$ cat src/hw/rtl/bsc_pkg.sv
// Shared constants and types for the B-spline curve point evaluator.
package bsc_pkg;

  localparam int MaxPoints = 64;
  localparam int MemAw     = $clog2(MaxPoints);
  localparam int CountW    = 7;
  localparam int CoordW    = 24;
  localparam int UW        = 22;
  localparam int FracW     = 16;
  localparam int MulW      = 34;
  localparam int ProdW     = 2 * MulW;
  localparam int AccW      = 58;
  localparam int BasisW    = 31;

  // Configuration register indexes
  localparam logic CfgDegree = 1'b0;
  localparam logic CfgCount  = 1'b1;

  // Input commands
  localparam logic CmdWrite = 1'b0;
  localparam logic CmdEval  = 1'b1;

  // Reciprocal of three, exact for 32-bit dividends: (2^33 + 1) / 3
  localparam logic [31:0] RecipThree = 32'hAAAA_AAAB;

  typedef logic signed [MulW-1:0] mul_op_t;

endpackage

$ cat src/hw/rtl/bsc_mul.sv
// Shared signed multiplier with a registered product.
module bsc_mul (
  input  logic                     clk_i,
  input  bsc_pkg::mul_op_t         op_a_i,
  input  bsc_pkg::mul_op_t         op_b_i,
  output logic signed [bsc_pkg::ProdW-1:0] prod_o
);
  import bsc_pkg::*;

  logic signed [ProdW-1:0] prod_q;

  // One product per cycle, no reset on payload
  always_ff @(posedge clk_i) begin
    prod_q <= op_a_i * op_b_i;
  end

  assign prod_o = prod_q;
endmodule

$ cat config.mk
export PLATFORM = sky130hd
export DESIGN_NAME = bsc_mul
export DESIGN_NICKNAME = d
export VERILOG_FILES = /design/src/hw/rtl/bsc_pkg.sv /design/src/hw/rtl/bsc_mul.sv
export SDC_FILE = /design/constraint.sdc
export NUM_CORES = 2
export LEC_CHECK = 0
export ABC_CLOCK_PERIOD_IN_PS = 9350
export BUFFER_PORTS_ARGS = -buffer_cell sky130_fd_sc_hd__buf_2
export CAP_MARGIN = 25
export CELL_PAD_IN_SITES_DETAIL_PLACEMENT = 0
export CELL_PAD_IN_SITES_GLOBAL_PLACEMENT = 1
export CORE_MARGIN = 2
export CORE_UTILIZATION = 38
export CTS_CLUSTER_DIAMETER = 30
export CTS_CLUSTER_SIZE = 8
export DETAILED_ROUTE_END_ITERATION = 10
export PLACE_DENSITY_LB_ADDON = 0.12
export RECOVER_POWER = 100
export SYNTH_ARGS = -nofsm -noshare
export SYNTH_HDL_FRONTEND = slang
export SYNTH_SLANG_ARGS = --single-unit
$ cat constraint.sdc
create_clock -name clk_i -period 9.35 [get_ports clk_i]
set_input_delay 0.4675 -clock clk_i [delete_from_list [all_inputs] [get_ports clk_i]]
set_output_delay 0.4675 -clock clk_i [all_outputs]
set_load 0.02 [all_outputs]
---- Word level (Yosys, flattened, before mapping) ----
Index checks and enable logic that the tools add are counted.
word-level totals
  register bits after elaboration ......... 68
  input port bits ......................... 69
  word-level logic and storage cells ...... 2
  bits in writable memories ............... 0
  memories kept ........................... 0
  bits in read-only memories .............. 0
  output and inout port bits .............. 68
  latch bits .............................. 0
operators by class
  $add $sub $neg .......................... 0
  equal/unequal tests ..................... 0
  multipliers ............................. 1
  bitwise gates (word level) .............. 0
  reduce and logical (&&, ||, !) cells .... 0
  magnitude comparators ................... 0
  shift operators ......................... 0
  div/mod/pow operators ................... 0
  mux-type cells .......................... 0
operator list
  cell              count
  $mul A34 B34 Y68  1

---- Logic depth before layout (Yosys ltp) ----
  depth in word-level cells ............... 1
  depth in mapped cells ................... 31
  gate-level depth less buffers ........... 29

---- Least setup slack after synthesis ----
OpenSTA, ideal clock, no wires.
  kind .................................... input port to flip-flop
  from .................................... input port op_a_i[33]
  to ...................................... register prod_q[65] (netlist: prod_o[65])
  stages on the path ...................... 24
  buffers on the path ..................... 2
  arrival time ............................ 7885 ps
  required time ........................... 9278 ps
  path slack .............................. 1392 ps
  library setup time ...................... 72 ps
  path through ............................ clkbuf_1 nand2_1 inv_1 fa_1 fa_1 fa_1 fa_1 inv_1 fa_1 fa_1 fa_1 fa_1 inv_1 ha_1 clkdlybuf4s50_2 nand3_1 or2_2 nor2_1 a221oi_1 o21ai_0 a31oi_2 nor2_2 o41ai_2 xnor2_1
on the way
  word-level cells in the longest chain between the ends .. 1
ends and longest elaborated chain
  element               RTL line       RTL
  start, declared       bsc_mul.sv:4   input bsc_pkg::mul_op_t op_a_i,
  $mul A34 B34 Y68      bsc_mul.sv:14  prod_q <= op_a_i * op_b_i;
  end signal, assigned  bsc_mul.sv:14
  end, declared         bsc_mul.sv:10  logic signed [ProdW-1:0] prod_q;
No other way between the ends.

---- Worst setup path in the final report ----
  from .................................... input port op_a_i[0]
  to ...................................... register prod_q[64] (netlist: prod_o[64])
Same word-level chain as after synthesis.

==> reports/metrics.cfg <==
[timing]
period_share_pct = 92.88
hold_viol = 0
fin_tns_setup_ps = 0
rsz0062_at_grt = no
fmaxAchievable_mhz = 115.2
slew_headroom_pct = -22.07
worst_pin_slew_ps = 1831
fin_crit_ps = 8684
setup_viol = 0
drv_slew = 18

[logic_synthesis]
ys_async_sr_fraction_pct = 0
synthCells = 4554
synth_edf_count = 0
ys_ff_latch = 68
synth_top_area_cell = fa_1
yosysWarnings = 0
synth_top_area_share_pct = 57.74
yosysMostFrequentCell = fa_1
synth-main-ff-cell = dfxtp_1
netlist_top_cells_area = fa_1 58%, inv_1 11%, and2_1 9.0%, ha_1 5.9%, nand2_1 4.7%
synth_area_um2 = 43030
syn_area_per_cell_um2 = 9.448
ys_types = 69
synth_common_cells = 1241 x fa_1, 1231 x inv_1, 621 x and2_1
yosysSeqAreaShare_pct = 3.164
syn_nets = 6068

[global_routing]
grt_pass1_wl_um = 213500
grt_busiest_layer = met2
grt_pass1_vias = 33259
grtUsageMet2_pct = 42.12
grt_use_met3_pct = 3.131
track_usage_pct = 24.84
grt_max_degree = 35
overflow = 0
use_met1_pct = 34.10
antenna_found_initial = 23

[layout]
final_cell_area_um2 = 45670
drive_gt1_share_pct = 4.392
utilization_pct = 40.65
syn_to_final_growth_pct = 6.150
largest_reg_flops = 68
nets = 6086

[critical_path]
max_stage_delay_ps = 1290
crit_arrival_ps = 8990
startpoint_type = input port
critPathCaptureType = flip-flop
critPathTopFamily = adder cells
crit_type = input port to flip-flop
cp_common_cell = fa_1
crit_required_ps = 9650
critPathBufInv = 5
cp_slowest_cell = clkbuf_1
path_max_fanout = 17

[detailed_routing]
vias = 29179
drt-total-wl_um = 136000
viasPerCell = 4.799
wl_per_cell_um = 22.37
drt_iter0_drc = 1455
ant_nets = 0
drt_first_pass_iters = 5
drcViolationCount = 0

[placed_design]
placed_area_um2 = 45500
globalplace.congestion = 0.8643
dp_hpwl_um = 111700
io_buffers = 136

[clocking]
cts_setup_buffers = 0
cts_resized = 0
cts_tree = done
cts-hold-fix-buffers = 0
cts_max_level = 3
cts.clk_slew.worst_paths_ps = 80
cts.path.max_buffers = 2
cts-buffers-inserted = 9
cts-root-buf = clkbuf_16
cts.sinks = 68

[floorplanning]
start_util_pct = 38.30
die-height_um = 340.5
core-area_um2 = 112300
dieWidth_um = 340.5
fp-row-count = 123
die-area_um2 = 115900
ios = 137

[worst_hold_path]
hp-class = input port to flip-flop
min_from = op_b_i[1]
hold_depth = 3
worst_hold_path.endpoint = prod_o[1]

[outcome]
status = finished with violations
violations = max-capacitance violations, max-slew violations

[job]
cap_violations = 1

-- metal layers --
| layer | part of all wire (%) | wire length [um] |
|---|---|---|
| met1 | 44 | 59820 |
| met2 | 49 | 67070 |
| met3 | 4.3 | 5791 |
| met4 | 2.4 | 3217 |
| met5 | 0.070 | 95 |
-- metrics by stage --
stage | instances | setup slack (ps) | hold slack, ps
6_report | 6080 | 665.7 | 718.8
5_1_grt | 6077 | 372.0 | 706.6
4_1_cts | 6077 | 865.2 | 692.9
3_5_place_dp | 6061 | 435.0 | 882.5
3_3_place_gp | 6061 | 392.0 | 882.4
2_1_floorplan | 4554 | 1392 | 594.8
-- worst max path at each step --
stage                       to  cells after the start       start
finish              prod_o[64]                     25   op_a_i[0]
detailed placement  prod_o[66]                     24  op_b_i[10]
floorplan           prod_o[65]                     24  op_a_i[33]
global placement    prod_o[66]                     24  op_b_i[10]
global route        prod_o[65]                     26   op_a_i[0]
CTS                 prod_o[66]                     24  op_b_i[10]
-- logic make-up after synthesis --
logic type	Yosys count	synth area share, %
buf+inv	1460	12.84
fa+ha+maj	1445	63.67
simple gates	1296	15.37
compound gates	206	3.347
xor+xnor	79	1.608
flops	68	3.164
-- cell usage in the layout, fill, tap and decap left out, drive strengths merged, types with 12 or more instances in the layout --
cell / count
nand2: 542
nand2b: 20
fa: 1241
ha: 204
a21oi: 63
xnor2: 56
clkbuf: 84
buf: 160
o21bai: 12
dfxtp: 68
inv: 1235
o21ai: 41
nor2: 56
and2: 623
a21o: 37
xor2: 23
-- final cells by class --
type | count | area, um2
antenna | 3 | 7.507
clock buffer | 9 | 225.2
tap | 1500 | 1877
clock inverter | 7 | 82.58
fill | 11534 | 66670
timing repair buffer | 235 | 1390
multi-input combinational | 3026 | 36110
inverter | 1232 | 4624
sequential | 68 | 1361
-- worst min-delay path: cells and delay by family --
kind | cells | cell delay (ps)
buf+inv | 1 | 300
simple gates | 1 | 190
fa+ha+maj | 1 | 130
Power is not shown: default switching activity piles up to over one toggle a cycle in this logic, so the estimate is an artifact.
