===== config.mk =====
export PLATFORM = sky130hd
export DESIGN_NAME = bsc_basis
export DESIGN_NICKNAME = d
export VERILOG_FILES = /design/src/hw/rtl/bsc_pkg.sv /design/src/hw/rtl/bsc_basis.sv
export SDC_FILE = /design/constraint.sdc
export NUM_CORES = 1
export LEC_CHECK = 0
export ABC_CLOCK_PERIOD_IN_PS = 10400
export BUFFER_PORTS_ARGS = -buffer_cell sky130_fd_sc_hd__buf_2
export CAP_MARGIN = 40
export CORE_MARGIN = 1.5
export CORE_UTILIZATION = 30
export DETAILED_ROUTE_END_ITERATION = 10
export GPL_ROUTABILITY_DRIVEN = 0
export SLEW_MARGIN = 40
export SYNTH_ARGS = -nofsm -noshare
export SYNTH_HDL_FRONTEND = slang
export SYNTH_SLANG_ARGS = --single-unit

===== constraint.sdc =====
create_clock -name vclk -period 10.4
set_clock_uncertainty 0.1 [all_clocks]
set_input_delay 2.08 -clock vclk [all_inputs]
set_output_delay 2.08 -clock vclk [all_outputs]
set_load 0.05 [all_outputs]

===== src/hw/rtl/bsc_pkg.sv =====
// Shared constants and types for the B-spline curve point evaluator.
package bsc_pkg;

  localparam int MaxPoints = 64;
  localparam int MemAw     = $clog2(MaxPoints);
  localparam int CountW    = 7;
  localparam int CoordW    = 24;
  localparam int UW        = 22;
  localparam int FracW     = 16;
  localparam int MulW      = 34;
  localparam int ProdW     = 2 * MulW;
  localparam int AccW      = 58;
  localparam int BasisW    = 31;

  // Configuration register indexes
  localparam logic CfgDegree = 1'b0;
  localparam logic CfgCount  = 1'b1;

  // Input commands
  localparam logic CmdWrite = 1'b0;
  localparam logic CmdEval  = 1'b1;

  // Reciprocal of three, exact for 32-bit dividends: (2^33 + 1) / 3
  localparam logic [31:0] RecipThree = 32'hAAAA_AAAB;

  typedef logic signed [MulW-1:0] mul_op_t;

endpackage


===== src/hw/rtl/bsc_basis.sv =====
// Basis numerators from powers of the fraction, with their first scaling step.
module bsc_basis (
  input  logic [1:0]  deg_i,
  input  logic [1:0]  seg_i,
  input  logic [16:0] f_i,
  input  logic [31:0] f2_i,
  input  logic [47:0] f3_i,
  output logic [bsc_pkg::BasisW-1:0] basis_o,
  output logic [31:0] pre3_o
);
  import bsc_pkg::*;

  localparam logic [52:0] One32 = 53'd1 << 32;
  localparam logic [52:0] One48 = 53'd1 << 48;
  localparam logic [52:0] One50 = 53'd1 << 50;
  localparam logic [52:0] Half3 = 53'd786432;

  logic [52:0] f1w, f2w, f3w, n2, n3, r2, r3;
  logic [16:0] g;

  assign f1w = {36'd0, f_i};
  assign f2w = {21'd0, f2_i};
  assign f3w = {5'd0, f3_i};
  assign g   = 17'd65536 - f_i;

  // Quadratic numerators over 2*F^2
  always_comb begin
    unique case (seg_i)
      2'd0:    n2 = f2w;
      2'd1:    n2 = One32 + (f1w << 17) - (f2w << 1);
      default: n2 = One32 - (f1w << 17) + f2w;
    endcase
  end

  // Cubic numerators over 6*F^3
  always_comb begin
    unique case (seg_i)
      2'd0:    n3 = f3w;
      2'd1:    n3 = One48 + (3 * (f1w << 32)) + (3 * (f2w << 16)) - 3 * f3w;
      2'd2:    n3 = One50 + 3 * f3w - (6 * (f2w << 16));
      default: n3 = One48 - (3 * (f1w << 32)) + (3 * (f2w << 16)) - f3w;
    endcase
  end

  assign r2     = (n2 + 53'd4) >> 3;
  assign r3     = (n3 + Half3) >> 19;
  assign pre3_o = r3[31:0];

  // Linear is exact; quadratic is final here; cubic still needs the divide by three
  always_comb begin
    if (deg_i == 2'd2) begin
      basis_o = r2[BasisW-1:0];
    end else if (seg_i == 2'd0) begin
      basis_o = {f_i, 14'd0};
    end else begin
      basis_o = {g, 14'd0};
    end
  end
endmodule


# Yosys cells after proc, flatten, opt, wreduce, memory -nomap -nowiden
# Index checks and enable logic that the tools add are counted.
[classes]
multipliers = 4
n_eq_ne = 3
add_sub_neg = 15
reduce_logical = 1
mux = 4
[ops]
columns = ["op", "n"]
rows = [
  ["$pmux 51 s3", 1],
  ["$mul 2x32->34 const A", 2],
  ["$pmux 34 s2", 1],
  ["$mux 31", 2],
  ["$add 49x51->51 const A", 1],
  ["$add 51x20->51 const B", 1],
  ["$add 51x50->51", 1],
  ["$add 51x50->51 const A", 1],
  ["$add 51x51->51", 1],
  ["$sub 49x51->51 const A", 1],
  ["$sub 51x48->51", 1],
  ["$sub 51x50->51", 1],
  ["$sub 51x51->51", 1],
  ["$mul 2x48->50 const A", 1],
  ["$add 33x34->34 const A", 1],
  ["$add 34x3->34 const B", 1],
  ["$add 34x33->34", 1],
  ["$sub 33x34->34 const A", 1],
  ["$sub 34x33->34", 1],
  ["$mul 2x17->19 const A", 1],
  ["$sub 17x17->17 const A", 1],
  ["$eq 2x2->1 const B", 2],
  ["$eq 2x1->1 const B", 1],
  ["$logic_not 2->1", 1],
]
[totals]
wordCells = 27
in_bits = 101
regBits = 0
out_inout_bits = 63

# Depth between registers and ports, before layout
# Gate-level depths: netlist of the first run.
[logic_depth]
depth_word = 6
ltp_mapped = 34
mapped_depth_nobuf = 34

# Least setup slack after synthesis of the first run
# Ideal clock, no wire load.
[synth_path]
kind = "input to output"
from = "input port f3_i[11]"
to = "output port pre3_o[28]"
t_arrival_ns = 9.013
n_path_buf = 1
stages = 31
path_slack_ns = -0.793
required_time_ns = 8.220
cell_sequence = "inv_1 > ha_1 > clkbuf_1 > nor4_1 > o311ai_4 > a211o_2 > o211a_1 > o31ai_1 > a2111oi_0 > nor3_1 > a221o_1 > a21oi_1 > nor2b_1 > o21ai_0 > nand2b_1 > xnor2_1 > fa_1 > ha_1 > ha_1 > a21oi_1 > o21bai_1 > a21o_1 > nand2_1 > nand3_1 > a2111oi_0 > nand3_1 > nor3_1 > nand3_1 > nor3_1 > nand2_1 > xnor2_1"
[synth_between]
elab_chain_cells = 5
word_cells_on_any_way = 7
[synth_rtl]
columns = ["element", "line", "text"]
rows = [
  ["from (decl)", "bsc_basis.sv:7", "input logic [47:0] f3_i,"],
  ["$mul 2x48->50", "bsc_basis.sv:39, bsc_basis.sv:40", ""],
  ["$add 51x50->51", "bsc_basis.sv:40", "2'd2: n3 = One50 + 3 * f3w - (6 * (f2w << 16));"],
  ["$sub 51x51->51", "bsc_basis.sv:40", ""],
  ["$pmux 51 s3 *", "bsc_basis.sv:37", "unique case (seg_i)"],
  ["$add 51x20->51 *", "bsc_basis.sv:46", "assign r3 = (n3 + Half3) >> 19;"],
  ["to (decl)", "bsc_basis.sv:9", "output logic [31:0] pre3_o"],
]
# Mark *: on every way between the ends. The rest lies on a longest branch, timed or not.

# Worst setup path after layout of the first run
[layout_path]
from = "input port f3_i[1]"
to = "output port pre3_o[31]"
# The elaborated chain is that of the path after synthesis.

==> metrics.md, run 1 <==
| Metric | Value |
|---|---|
| Ys Warns | `0` |
| Fillers | `6,020` |
| Initial antenna violation count | `6` |
| Area leader, netlist | `ha_1` |
| Post-Syn Instances | `2,602` |
| Outcome | `finished with violations` |
| Worst Path Buf+Inv | `5` |
| Port buffer count | `164` |
| FF/Latch Area | `0 um^2` |
| Initial core utilization | `30.5%` |
| Antenna-violating nets left | `0` |
| Worst Hold Class | `input pin to output port` |
| Setup ws final | `-693 ps` |
| Layout cells sized above 1 | `34.0%` |
| Fmax | `90.1 MHz` |
| Crit Path Max Fanout | `5` |
| Worst Max-Slew Pin Slew | `718 ps` |
| CP max stage cell | `fa_1` |
| Ranking of synthesized cells by area | `ha_1, xnor2_1, a21oi_1, inv_1, fa_1` |
| Post-route DRC | `0` |
| Largest net degree at the start of global routing | `38` |
| Final Instance Area | `0.0275 mm^2` |
| DR WL/cell | `17.0 um` |
| Final hold viol count | `0` |
| Netlist Area Pre-Place | `0.0185 mm^2` |
| Core Region | `0.0607 mm^2` |
| Top cell type's share of synthesized area | `27.2%` |
| Logic gate share of total power | `100.0%` |
| Setup Crit Path Kind | `input pin to output port` |
| RSZ-0062 raised after global routing | `true` |
| Clk_buf instances | `0` |
| Post-synth net total | `3,144` |
| Synth Area per Inst | `7.11 um^2` |
| Period utilisation layout | `107%` |
| FF+latch count | `0` |
| Synth-to-layout area growth | `48.4%` |
| Area after DPL | `0.0253 mm^2` |
| Via count | `21,900` |
| # IOs | `164` |
| DRT Wirelength | `70,600 um` |
| Die H | `251 um` |
| DRT Pass-1 Iters | `5` |
| Sw Share | `51.8%` |
| Fin crit period | `11,090 ps` |
| Cell family with most CP delay | `compound AO/OA/AOI/OAI gates` |
| Failing checks | `setup timing` |
| Max-cap viol count | `0` |
| Share of power burned in registers | `0%` |
| Setup crit end kind | `output port` |
| GRT overflow | `0` |
| Hold endpoint | `basis_o[15]` |
| Gr usage total | `21.1%` |
| VDD IR-drop max | `0.397 mV` |
| DP Cell Count | `4,088` |
| First-pass GRT wire length | `108,000 um` |
| Final #Nets | `3,907` |
| Final HPWL DP | `59,600 um` |
| NetSw | `3.57 mW` |
| Critical Path RT | `8220 ps` |
| Critical Path Max Stage Delay | `430 ps` |
| WP data arrival | `8910 ps` |
| Min-delay src | `f_i[1]` |
| Final Instance Count excl. Fillers | `4,147` |
| Initial drt markers | `1,352` |
| Register area share after synthesis | `0%` |
| Vias in the first global route | `20,900` |
| Endpoints failing setup | `16` |
| Internal Power | `3.32 mW` |
| Leakage | `13.6 nW` |
| Die footprint | `0.0632 mm^2` |
| Critical path startpoint category | `input pin` |
| Number of distinct library cells after synthesis | `83` |
| Final Max Tran Viols | `0` |
| Row cnt | `90` |
| Worst rel slew slack | `51.7%` |
| Clock power share | `0%` |
| Post-DR vias/cell | `5.28` |
| Die width | `251 um` |
| Hold Path Cell Cnt | `4` |
| PD cells | `251 mW/mm^2` |
[what timing repair did]
item                       4_1_cts  5_1_grt
cloned                           0        0
hold endpoints to repair         0        0
pin swaps                      113      121
buffers inserted                48       30
hold buffers                     0        0
resized for setup              161      191
setup endpoints to repair       22       27
[cell usage after synthesis (all sizes together) (44+ instances only)]
| cell | count |
|---|---|
| a21oi | 242 |
| nand3 | 71 |
| xnor2 | 148 |
| and3 | 44 |
| nand2 | 172 |
| inv | 265 |
| nor2 | 186 |
| a21o | 84 |
| nor3 | 80 |
| xor2 | 81 |
| ha | 403 |
| o21ai | 126 |
[cells in the final DEF, fill, tap and decap left out, types with 34 or more instances in the layout]
cell	netlist	routed
nor2_1	184	164
a21o_1	84	83
ha_1	403	354
nand2_1	171	154
ha_4	0	44
buf_6	0	36
o21ai_0	126	109
a21oi_1	241	207
buf_4	0	627
or3_1	41	37
xnor2_1	148	125
buf_2	7	133
and3_1	44	39
nor3_1	80	69
nand2b_1	38	34
nand3_1	71	62
fa_1	38	35
xor2_1	81	71
inv_1	265	254
[through the flow]
step                power, mW  hold WS, ps  utilization, %  TNS (ps)  setup slack (ps)
global placement         5.97         4560            41.6    -15460              -978
detailed placement       6.01         4570            41.6    -17330             -1000
floorplan                3.56         4380               -     -23.8             -16.2
finish                   6.89         4560            45.3     -6030              -693
global route             7.42         4590            45.3    -11380              -906
CTS                      6.41         4570            43.4     -7940              -670
[logic make-up (layout without fill, tap and decap cells)]
group	count (synthesis)	after routing	synth area share [%]
and+or+nand+nor	829	829	23.2
AOI/OAI and AO/OA	760	760	26.6
adders and majority gates	441	441	31.4
buffers and inverters	318	1079	6.50
xor gates and xnor gates	229	229	10.8
muxes	25	25	1.51
other	0	2	0
[worst max-delay path by stage]
stage,slack [ps],to,cells past startpoint,start
after CTS,-670,pre3_o[31],37,f3_i[1]
after global placement,-980,pre3_o[31],35,f3_i[1]
after floorplan,-20,pre3_o[31],31,f3_i[9]
final,-690,pre3_o[31],32,f3_i[1]
after global routing,-910,pre3_o[31],37,f3_i[1]
after detailed placement,-1000,pre3_o[30],37,f3_i[1]
[per-layer routing]
metal	up-vias	share of wire (%)	GRT usage [%]
li1	11000	-	-
met1	10200	43	26.9
met2	578	49	38.1
met3	137	4.7	1.20
met4	8	3.3	5.51
met5	-	0.058	0
[power groups by stage]
stage          sequential [mW]  combinational [mW]     clock, mW
5_1_grt                      0                7.42  0.0000000129
3_3_place_gp                 0                5.97             0
2_1_floorplan                0                3.56             0
6_report                     0                6.89  0.0000000258
4_1_cts                      0                6.41             0
3_5_place_dp                 0                6.01             0
[layout make-up]
type / count / area, um^2 / share of cell area (%)
multi-input combinational: 2284 / 19400 / 70.6
timing repair buffer: 814 / 6090 / 22.2
inverter: 265 / 1010 / 3.67
tap: 782 / 978 / 3.56
antenna: 2 / 5.00 / 0.0182
No activity file was read; power rests on OpenSTA's default activity.
==> run 2: changes to the inputs <==
- REMOVE_ABC_BUFFERS: unset -> 1
==> run 2 against run 1 <==
  * The flow still finishes with violations (setup timing)
  * Worst hold slack improved by 14 ps
  * Via count barely moved
  * Critical path depth rose by 5
  * Die area did not move
  * Fmax rose by 0.82%
  * Core utilization rose by 0.091 points
  * Non-clock buffer count rose by 11
  * Final cell count rose by 0.31%
  * Critical endpoint unchanged
==> metrics.md, run 2 (synthesis results as in run 1) <==
| Metric | Value |
|---|---|
| Outcome | `finished with violations` |
| Failing checks | `setup timing` |
| Row cnt | `90 (unchanged)` |
| GRT overflow | `0 (unchanged)` |
| Post-route DRC | `0 (unchanged)` |
| Final Instance Count excl. Fillers | `4,160 (+0.31%)` |
| Period utilisation layout | `106% (-0.87 points)` |
| DR WL/cell | `17.1 um (+0.23%)` |
| Crit Path Max Fanout | `5 (unchanged)` |
| Initial core utilization | `30.5% (unchanged)` |
| RSZ-0062 raised after global routing | `true` |
| Fmax | `90.9 MHz (+0.82%)` |
| Initial antenna violation count | `11 (+5)` |
| Layout cells sized above 1 | `33.8% (-0.14 points)` |
| Setup ws final | `-603 ps (+90.0 ps)` |
| Worst Max-Slew Pin Slew | `861 ps (+143 ps)` |
| Final #Nets | `3,918 (+0.28%)` |
| DRT Pass-1 Iters | `6 (+1)` |
| DRT Wirelength | `71,000 um (+0.55%)` |
| Launch point of the critical path | `f3_i[3]` |
| Final core utilization | `45.4% (+0.091 points)` |
| Min-delay src | `f_i[1]` |
| CTS Hold Bufs | `0 (unchanged)` |
| Port buffer count | `164 (unchanged)` |
| TNS Setup | `-6200 ps (-166 ps)` |
| Gr usage total | `21.1% (about the same)` |
| Largest net degree at the start of global routing | `39 (+2.6%)` |
| Worst rel slew slack | `42.4% (-9.3 points)` |
| Die H | `251 um (unchanged)` |
| Setup Crit Path Kind | `input pin to output port` |
| WL met1 | `30,900 um (+0.82%)` |
| Via count | `21,900 (+0.091%)` |
| Core Region | `0.0607 mm^2 (unchanged)` |
| Worst Hold Class | `input pin to output port` |
| Most common cell after layout, fill and taps aside | `buf_4` |
| First-pass GRT wire length | `107,000 um (-0.42%)` |
| FF+latch count | `0 (unchanged)` |
| Critical Path RT | `8220 ps (about the same)` |
| Initial drt markers | `1,534 (+13%)` |
| Final Max Tran Viols | `0 (unchanged)` |
| Dpl ws | `-1670 ps (-668 ps)` |
| Commonest cells after routing, fill and taps aside | `buf_4, ha_1, inv_1` |
| # IOs | `164 (unchanged)` |
| Final HPWL DP | `58,400 um (-2.1%)` |
| Critical Path Max Stage Delay | `480 ps (+50 ps)` |
| Setup crit end kind | `output port` |
| Final hold viol count | `0 (unchanged)` |
| Met3 routed WL | `3610 um (+9.3%)` |
| DR top layer | `met5` |
| Die width | `251 um (unchanged)` |
| Most used cell, CP | `buf_4` |
| Post-DR vias/cell | `5.26 (-0.22%)` |
| Clk_buf instances | `0 (unchanged)` |
| Fin crit period | `11,000 ps (-90.0 ps)` |
| Synth-to-layout area growth | `48.7%` |
| Antenna-violating nets left | `0 (unchanged)` |
| Endpoints failing setup | `17 (+1)` |
| FF/Latch Area | `0 um^2 (unchanged)` |
| Met2 routed WL | `33,900 um (-1.2%)` |
| CP max stage cell | `fa_1` |
| WP data arrival | `8820 ps (-90 ps)` |
| Die footprint | `0.0632 mm^2 (unchanged)` |
| Vias in the first global route | `20,800 (-0.65%)` |
| Critical path startpoint category | `input pin` |
| Max-cap viol count | `0 (unchanged)` |
| DP Cell Count | `4,093 (+0.12%)` |
## run 2: changes by cell type in the layout (fill, tap and decap cells not counted), sizes merged
cell    previous run  this run
diode              2         4
clkbuf             3         1
buf              811       824
## run 2: per-stage QoR
| stage | instance area [um^2] | hold WS (ps) |
|---|---|---|
| final | 27500 | 4580 |
| after global routing | 27500 | 4610 |
| after CTS | 26500 | 4590 |
| after detailed placement | 24700 | 4590 |
| after global placement | 24700 | 4590 |
| after floorplan | 18300 | 4380 |
## run 2: final cells by class
class	count	area, um^2
diodes	4	10.0
repair buffers	825	6220
well taps	782	978
multi-input cells	2284	19300
inverters	265	995
fillers	6090	33200
## run 2: worst max-delay path: cells and delay by family
family                     cells  cell delay [ps]
adders and majority gates      4             1210
buffers and inverters          5              830
and+or+nand+nor                7              870
AOI/OAI and AO/OA             18             3110
xor gates and xnor gates       2              360
muxes                          1              330
## run 2: path summary, 6_finish.rpt
kind,cells after the start,to,slack (ps)
worst min-delay path,4,basis_o[15],4580
worst max-delay path,37,pre3_o[31],-600
## run 2: metal layers
| layer | up-vias | GRT usage, % |
|---|---|---|
| met3 | 141 | 2.54 |
| met5 | - | 0 |
| met1 | 10100 | 26.7 |
| met4 | 16 | 7.04 |
| met2 | 603 | 36.8 |
| li1 | 11000 | - |
## run 2: timing repair
action                     CTS  global route
buffers inserted            39            33
pin swaps                  144           150
setup endpoints to repair   27            27
resized for setup          280           155
